### config.mk
export PLATFORM = sky130hd
export DESIGN_NAME = cheb2d_mul
export DESIGN_NICKNAME = d
export VERILOG_FILES = /design/src/chebyshev_2d_series_eval_core_macros.svh /design/src/cheb2d_pkg.sv /design/src/cheb2d_mul.sv
export SDC_FILE = /design/constraint.sdc
export NUM_CORES = 2
export LEC_CHECK = 0
export BUFFER_PORTS_ARGS = -buffer_cell sky130_fd_sc_hd__buf_2
export CAP_MARGIN = 20
export CORE_UTILIZATION = 24
export CTS_BUF_LIST = sky130_fd_sc_hd__clkbuf_8
export DETAILED_ROUTE_END_ITERATION = 10
export RECOVER_POWER = 25
export SLEW_MARGIN = 0
export SYNTH_ARGS = -nofsm -noshare
export SYNTH_HDL_FRONTEND = slang
export SYNTH_SLANG_ARGS = --single-unit
### constraint.sdc
create_clock -name aclk -period 31 [get_ports aclk]
set_input_delay 1.55 -clock aclk [delete_from_list [all_inputs] [get_ports aclk]]
set_output_delay 1.55 -clock aclk [all_outputs]
set_load 0.02 [all_outputs]
### src/chebyshev_2d_series_eval_core_macros.svh
// Assertion helpers shared by the core.
`ifndef CHEBYSHEV_2D_SERIES_EVAL_CORE_MACROS_SVH
`define CHEBYSHEV_2D_SERIES_EVAL_CORE_MACROS_SVH

// Same-cycle implication, reset disabled.
`define C2D_ASSERT_IMP(lbl, clk, rstn, ante, cons, msg) \
    lbl: assert property (@(posedge clk) disable iff (!rstn) (ante) |-> (cons)) else $error(msg);

// Next-cycle implication, reset disabled.
`define C2D_ASSERT_NXT(lbl, clk, rstn, ante, cons, msg) \
    lbl: assert property (@(posedge clk) disable iff (!rstn) (ante) |=> (cons)) else $error(msg);

`endif

### src/cheb2d_pkg.sv
`default_nettype none
package cheb2d_pkg;

    localparam int STORE_SIDE = 16;
    localparam int STORE_DEPTH = STORE_SIDE * STORE_SIDE;

    localparam logic REQ_LOAD = 1'b0;
    localparam logic REQ_EVAL = 1'b1;

    localparam logic [1:0] STATUS_OK    = 2'd0;
    localparam logic [1:0] STATUS_Y_BAD = 2'd1;
    localparam logic [1:0] STATUS_X_BAD = 2'd2;

    localparam logic [2:0] CFG_DEG_X   = 3'd0;
    localparam logic [2:0] CFG_DEG_Y   = 3'd1;
    localparam logic [2:0] CFG_X_LO    = 3'd2;
    localparam logic [2:0] CFG_X_HI    = 3'd3;
    localparam logic [2:0] CFG_Y_LO    = 3'd4;
    localparam logic [2:0] CFG_Y_HI    = 3'd5;
    localparam logic [2:0] CFG_Y_POINT = 3'd6;

    localparam logic signed [63:0] INT64_MAX = 64'sh7fff_ffff_ffff_ffff;
    localparam logic signed [63:0] INT64_MIN = 64'sh8000_0000_0000_0000;
    localparam logic signed [63:0] INT32_MAX_W = 64'sh0000_0000_7fff_ffff;
    localparam logic signed [63:0] INT32_MIN_W = 64'shffff_ffff_8000_0000;
    localparam logic signed [63:0] ONE_Q30 = 64'sh0000_0000_4000_0000;
    localparam logic [64:0] MAG_TOP = 65'h0_8000_0000_0000_0000;

    typedef struct packed {
        logic               req_type;
        logic [3:0]         coef_row;
        logic [3:0]         coef_col;
        logic signed [31:0] coef_value;
        logic signed [31:0] x_value;
    } in_item_t;

    typedef struct packed {
        logic signed [31:0] series_value;
        logic [1:0]         status;
        logic               saturated;
    } out_item_t;

    typedef struct packed {
        logic start;
        logic narrow;
    } mul_req_t;

    typedef struct packed {
        logic done;
        logic sat;
    } mul_rsp_t;

    // Signed value from sign and magnitude; top bit of the result flags a clip.
    function automatic logic [64:0] from_mag(input logic neg, input logic [64:0] m);
        logic [64:0] r;
        if (!neg) begin
            r = (m >= MAG_TOP) ? {1'b1, INT64_MAX} : {1'b0, m[63:0]};
        end else if (m > MAG_TOP) begin
            r = {1'b1, INT64_MIN};
        end else begin
            r = {1'b0, 64'(-m[63:0])};
        end
        return r;
    endfunction

    function automatic logic [64:0] sat_add(input logic signed [63:0] a,
                                            input logic signed [63:0] b);
        logic signed [64:0] s;
        logic [64:0] r;
        s = 65'(a) + 65'(b);
        if (s[64] != s[63]) begin
            r = s[64] ? {1'b1, INT64_MIN} : {1'b1, INT64_MAX};
        end else begin
            r = {1'b0, s[63:0]};
        end
        return r;
    endfunction

    function automatic logic [64:0] sat_sub(input logic signed [63:0] a,
                                            input logic signed [63:0] b);
        logic signed [64:0] s;
        logic [64:0] r;
        s = 65'(a) - 65'(b);
        if (s[64] != s[63]) begin
            r = s[64] ? {1'b1, INT64_MIN} : {1'b1, INT64_MAX};
        end else begin
            r = {1'b0, s[63:0]};
        end
        return r;
    endfunction

endpackage
`default_nettype wire

### src/cheb2d_mul.sv
`default_nettype none
// Q30 product, 32x32 partial products one per cycle, then round and clip.
module cheb2d_mul (
    input  wire logic                      aclk,
    input  wire logic                      aresetn,
    input  wire cheb2d_pkg::mul_req_t      req,
    input  wire logic signed [63:0]        a_in,
    input  wire logic signed [63:0]        b_in,
    output cheb2d_pkg::mul_rsp_t           rsp,
    output logic signed [63:0]             result
);

    logic [63:0]  mag_a_reg, mag_b_reg;
    logic         neg_reg, narrow_reg;
    logic [127:0] acc_reg;
    logic [1:0]   part_reg;
    logic         busy_reg, rnd_reg, done_reg, sat_reg;
    logic [63:0]  res_reg;

    logic [31:0]  a_part, b_part;
    logic [63:0]  prod;
    logic [127:0] prod_sh;
    logic [127:0] rnd_sum;
    logic [64:0]  fm;

    always_comb begin
        a_part = part_reg[1] ? mag_a_reg[63:32] : mag_a_reg[31:0];
        b_part = part_reg[0] ? mag_b_reg[63:32] : mag_b_reg[31:0];
        prod = 64'(a_part) * 64'(b_part);
        case (part_reg)
            2'd0:    prod_sh = {64'd0, prod};
            2'd3:    prod_sh = {prod, 64'd0};
            default: prod_sh = {32'd0, prod, 32'd0};
        endcase
        rnd_sum = acc_reg + (128'd1 << 29);
        fm = cheb2d_pkg::from_mag(neg_reg, {1'b0, rnd_sum[93:30]});
    end

    always_ff @(posedge aclk) begin
        if (!aresetn) begin
            busy_reg <= 1'b0;
            rnd_reg  <= 1'b0;
            done_reg <= 1'b0;
        end else begin
            if (req.start) begin
                mag_a_reg  <= a_in[63] ? 64'(-a_in) : a_in;
                mag_b_reg  <= b_in[63] ? 64'(-b_in) : b_in;
                neg_reg    <= a_in[63] ^ b_in[63];
                narrow_reg <= req.narrow;
                acc_reg    <= '0;
                part_reg   <= 2'd0;
                busy_reg   <= 1'b1;
                done_reg   <= 1'b0;
            end else if (busy_reg) begin
                acc_reg  <= acc_reg + prod_sh;
                part_reg <= part_reg + 2'd1;
                done_reg <= 1'b0;
                // narrow operand: high half of a is zero, drop those parts
                if (part_reg == 2'd3 || (narrow_reg && part_reg == 2'd1)) begin
                    busy_reg <= 1'b0;
                    rnd_reg  <= 1'b1;
                end
            end else if (rnd_reg) begin
                rnd_reg  <= 1'b0;
                done_reg <= 1'b1;
                if (|rnd_sum[127:94]) begin
                    sat_reg <= 1'b1;
                    res_reg <= neg_reg ? cheb2d_pkg::INT64_MIN : cheb2d_pkg::INT64_MAX;
                end else begin
                    sat_reg <= fm[64];
                    res_reg <= fm[63:0];
                end
            end else begin
                done_reg <= 1'b0;
            end
        end
    end

    assign rsp.done = done_reg;
    assign rsp.sat  = sat_reg;
    assign result   = res_reg;

endmodule
`default_nettype wire

Word-level counts from Yosys, hierarchy flattened
Cells that the tools add are included.
{"block": "word_totals", "register_bits": 328, "input_bits": 132, "out_inout_bits": 66, "word_cells": 57}
{"block": "classes", "n_addsub": 6, "multipliers": 1, "magnitude_cmp": 2, "n_eq_ne": 3, "n_mux": 18, "bitwise_logic": 4, "reduce_logical": 10}
{"operator": "$pmux W128 S2", "n": 1}
{"operator": "$mux W65", "n": 3}
{"operator": "$neg A64 Y64", "n": 3}
{"operator": "$add A128 B128 Y128", "n": 1}
{"operator": "$add A128 B30 Y128 const B", "n": 1}
{"operator": "$mux W128", "n": 1}
{"operator": "$mux W64", "n": 2}
{"operator": "$mux W63", "n": 2}
{"operator": "$ge A64 B64 Y1 const B", "n": 1}
{"operator": "$gt A64 B64 Y1 const B", "n": 1}
{"operator": "$mul A32 B32 Y64", "n": 1}
{"operator": "$mux W32", "n": 2}
{"operator": "$reduce_or A34 Y1", "n": 1}
{"operator": "$mux W1", "n": 6}
{"operator": "$reduce_and A2 Y1", "n": 3}
{"operator": "$reduce_and A4 Y1", "n": 1}
{"operator": "$not A1 Y1", "n": 3}
{"operator": "$reduce_or A3 Y1", "n": 1}
{"operator": "$add A2 B1 Y2 const B", "n": 1}
{"operator": "$eq A2 B1 Y1 const B", "n": 1}
{"operator": "$eq A2 B2 Y1 const B", "n": 1}
{"operator": "$logic_not A2 Y1", "n": 1}
{"operator": "$mux W2", "n": 1}
{"operator": "$ne A2 B1 Y1 const B", "n": 1}
{"operator": "other kinds (4)", "n": 4}

Logic depth before layout (Yosys ltp)
{"block": "logic_depth", "word_depth": 6, "ltp_mapped": 47, "mapped_depth_nobuf": 42}

Least setup slack after synthesis
Ideal clock, no wire load.
{"block": "synth_timing", "path_kind": "register to register", "from": "register part_reg[0]", "to": "register acc_reg[126] (data pin)", "setup_time_ps": 260, "arrival_time_ps": 11858, "required_time_ps": 30740, "slack_ps": 18883, "stages_incl_launch_ff": 44, "path_buffers": 5, "synth_period_minus_slack_ps": 12117, "path_cell_list": "edfxtp_1 clkbuf_1 buf_1 mux2i_1 clkbuf_1 nor2_1 fa_1 fa_1 fa_1 inv_1 fa_1 inv_1 fa_1 inv_1 fa_1 inv_1 fa_1 inv_1 [8 not listed] a21oi_1 o2bb2ai_1 a21bo_2 a21boi_0 xnor2_1 a22o_1 ha_1 clkbuf_1 nand2_1 o21ai_0 a21oi_1 o31ai_1 o2111ai_1 a2111o_1 a2111oi_0 or2_2 a311oi_1 mux2_2"}
{"block": "synth_between", "elab_chain_cells": 5, "elab_cells_between_ends": 7, "classes_between": "add/sub (1); mul (1); eq/ne (1); mux (3); reduce/logical (1)"}
{"element": "from (decl)", "line_no": "cheb2d_mul.sv:16", "text": "logic [1:0] part_reg;"}
{"element": "from (signal assigned)", "line_no": "cheb2d_mul.sv:56", "text": "part_reg <= part_reg + 2'd1;"}
{"element": "$mux W32", "line_no": "cheb2d_mul.sv:28", "text": "b_part = part_reg[0] ? mag_b_reg[63:32] : mag_b_reg[31:0];"}
{"element": "$mul A32 B32 Y64", "line_no": "cheb2d_mul.sv:29", "text": "prod = 64'(a_part) * 64'(b_part);"}
{"element": "$pmux W128 S2 *", "line_no": "cheb2d_mul.sv:30", "text": "case (part_reg)"}
{"element": "$add A128 B128 Y128 *", "line_no": "cheb2d_mul.sv:55", "text": "acc_reg <= acc_reg + prod_sh;"}
{"element": "$mux W128 *", "line_no": "cheb2d_mul.sv:54", "text": "end else if (busy_reg) begin"}
{"element": "to (signal assigned)", "line_no": "cheb2d_mul.sv:55"}
{"element": "to (decl)", "line_no": "cheb2d_mul.sv:15", "text": "logic [127:0] acc_reg;"}
Mark *: on every way between the ends. The rest lies on a longest branch, timed or not. The select of a mux whose other input is x is not followed.
A chain may end at the register's enable or synchronous reset.

Final worst setup path
{"block": "layout_timing", "from": "register part_reg[0]", "to": "register acc_reg[127] (data pin)"}
The elaborated chain is that of the path after synthesis.

==> flow_metrics.env <==
export IMPL_max_cap_violations=6
export IMPL_antenna_left=0
export IMPL_ys_warn_count=0
export IMPL_antenna_found_initial=8
export IMPL_io_pins=198
export IMPL_final_cell_mix="1028 x inv_1, 897 x fa_1, 893 x nor2_1, 741 x nand2_1, 403 x ha_1"
export IMPL_dp_hpwl_microns=181000
export IMPL_period_minus_slack_ns=14.55
export IMPL_clk_pin_slew_ns=0.06
export IMPL_die_area_sq_um=257000
export IMPL_drive_gt1_share_pct=8.00
export IMPL_worst_path_largest_cell_delay_ns=0.92
export IMPL_largest_reg_flops=128
export IMPL_ys_types=91
export IMPL_ys_flop_type="edfxtp_1"
export IMPL_fin_crit_sh_pct=46.9
export IMPL_yosysSeqAreaShare_pct=16.1
export IMPL_path_common_cell="fa_1"
export IMPL_wl_microns=228000
export IMPL_gp_congestion=0.950
export IMPL_grt_pass1_wl_microns=338000
export IMPL_cp_end_kind="register"
export IMPL_cts_tree="done"
export IMPL_finalNetCount=8483
export IMPL_clkLatencyLatePin_ns=0.85
export IMPL_synth_edff_count=325
export IMPL_coreArea_sq_um=252000
export IMPL_status="finished with violations"
export IMPL_syn_nets=8467
export IMPL_routedWlPerCell_microns=21.8
export IMPL_num_rows=184
export IMPL_crit_type="reg -> reg"
export IMPL_cts_root_buf="clkbuf_8"
export IMPL_chipWidth_microns=506
export IMPL_crit_required_ns=31.39
export IMPL_vias_per_cell=5.07
export IMPL_first_global_vias=53300
export IMPL_drc=0
export IMPL_postCtsSetupBuffers=0
export IMPL_async_reset_ff_share_pct=0
export IMPL_drtIter0Drc=4980
export IMPL_ctsResizeCount=0
export IMPL_die_y_microns=506
export IMPL_cts_buffer_depth=3
export IMPL_drt_first_pass_iters=6
export IMPL_grt_ovfl_total=0
export IMPL_grt_setup_unrepaired="false"
export IMPL_cts_buffers=66
export IMPL_start_util_pct=24.2
export IMPL_synth_avg_cell_area_sq_um=8.68
export IMPL_via_count=53000
export IMPL_cts_max_level=3
export IMPL_cp_arrival_ns=14.93
export IMPL_netlist_area_sq_um=61100
export IMPL_clock_sinks=328
export IMPL_grt_max_degree=101
export IMPL_setup_tns_final_ns=0
export IMPL_hold_buffers=0
export IMPL_fmax_mhz=68.7
export IMPL_start_kind="register"
export IMPL_slew_headroom_pct=-163
export IMPL_critPathMaxFanout=62
export IMPL_violations="max-capacitance violations, max-slew violations"
export IMPL_final_hold_viol_count=0
export IMPL_finalMaxSlewViolations=378
export IMPL_track_usage_pct=17.4
export IMPL_hp_class="reg -> reg"
export IMPL_io_buffers=197
export IMPL_syn2layout_area_growth_pct=10.1
export IMPL_final_common_cell="inv_1"
export IMPL_postSynthCellCount=7034
export IMPL_tightestPinTransition_ns=3.94
export IMPL_fin_skew_ns=0.128
export IMPL_finalSetupViolations=0
export IMPL_critPathSlowestCell="mux2_2"
export IMPL_synth_seq_cells=328
==> worst max-delay path: cells and delay by family, from the launching register on <==
family	cells	cell delay (ns)
buffers and inverters	5	1.23
muxes	2	1.18
DFF	1	0.46
AOI/OAI and AO/OA	8	2.15
and+or+nand+nor	11	2.99
adders and majority gates	10	5.16
xor gates and xnor gates	1	0.74
==> kinds of logic after synthesis <==
logic type      share of synthesized area, %
simple gates                            18.3
buf+inv                                 8.45
fa+ha+maj                               37.7
compound gates                          11.7
xor+xnor                                5.15
flops                                   16.1
mux                                     2.69
==> routing by layer <==
layer	GRT usage [%]	up-vias	routed length [microns]
met3	3.45	571	19900
li1	-	23300	-
met1	21.5	26700	88300
met5	0	-	54
met4	9.40	8	13400
met2	28.5	2459	106000
==> cells in the mapped netlist, types with 12 or more instances <==
library cell | n | area (sq um)
a211oi_1 | 36 | 270
a21boi_0 | 12 | 90.1
a21o_1 | 112 | 841
a21oi_1 | 305 | 1530
a22o_1 | 51 | 447
a311oi_1 | 35 | 307
a31oi_1 | 38 | 238
and2_1 | 77 | 482
and3_1 | 69 | 432
and4_1 | 23 | 201
buf_1 | 24 | 90.1
buf_2 | 18 | 90.1
clkbuf_1 | 307 | 1150
edfxtp_1 | 325 | 9760
fa_1 | 897 | 18000
ha_1 | 404 | 5050
inv_1 | 1011 | 3790
mux2_2 | 81 | 912
mux2i_1 | 73 | 731
nand2_1 | 741 | 2780
nand2b_1 | 32 | 200
nand3_1 | 151 | 756
nand4_1 | 113 | 707
nor2_1 | 895 | 3360
nor2b_1 | 29 | 181
nor3_1 | 111 | 556
nor4_1 | 40 | 250
o211ai_1 | 17 | 128
o21a_1 | 28 | 210
o21ai_0 | 195 | 976
o21bai_1 | 57 | 428
o221ai_1 | 12 | 105
o22ai_1 | 15 | 93.8
o31ai_1 | 55 | 413
o41ai_1 | 16 | 140
or2_2 | 30 | 188
or3_1 | 43 | 269
or4_1 | 35 | 263
xnor2_1 | 265 | 2320
xor2_1 | 94 | 823
==> path summary, 6_finish.rpt <==
check | startpoint | endpoint | slack (ns) | depth (start not counted)
setup / recovery | part_reg[0] | acc_reg[127] | 16.45 | 37
hold / removal | rnd_reg | rnd_reg | 0.49 | 1
setup reg to reg | part_reg[0] | acc_reg[127] | 16.45 | 37
hold reg to reg | rnd_reg | rnd_reg | 0.49 | 1
==> cell type report <==
type | instances | area [sq um]
Antenna cell | 9 | 22.5
Inverter | 1011 | 3790
Fill cell | 27000 | 185000
Clock buffer | 68 | 936
Multi-Input combinational cell | 5342 | 46300
Clock inverter | 50 | 415
Sequential cell | 328 | 9820
Tap cell | 3348 | 4190
Timing Repair Buffer | 301 | 1730
==> metrics by stage <==
step / utilization (%) / std cells / area [sq um] / hold WS (ns) / worst slack (ns)
6_report: 26.7 / 10500 / 67200 / 0.491 / 16.45
5_1_grt: 26.7 / 10500 / 67200 / 0.531 / 15.89
4_1_cts: 26.7 / 10400 / 67300 / 0.492 / 16.67
3_5_place_dp: 26.2 / 10300 / 65900 / 0.476 / 16.73
3_3_place_gp: 26.1 / 10300 / 65900 / 0.449 / 16.69
2_1_floorplan: - / 7034 / 61100 / 0.439 / 18.88
Power is not shown: default switching activity piles up to over one toggle a cycle in this logic, so the estimate is an artifact.
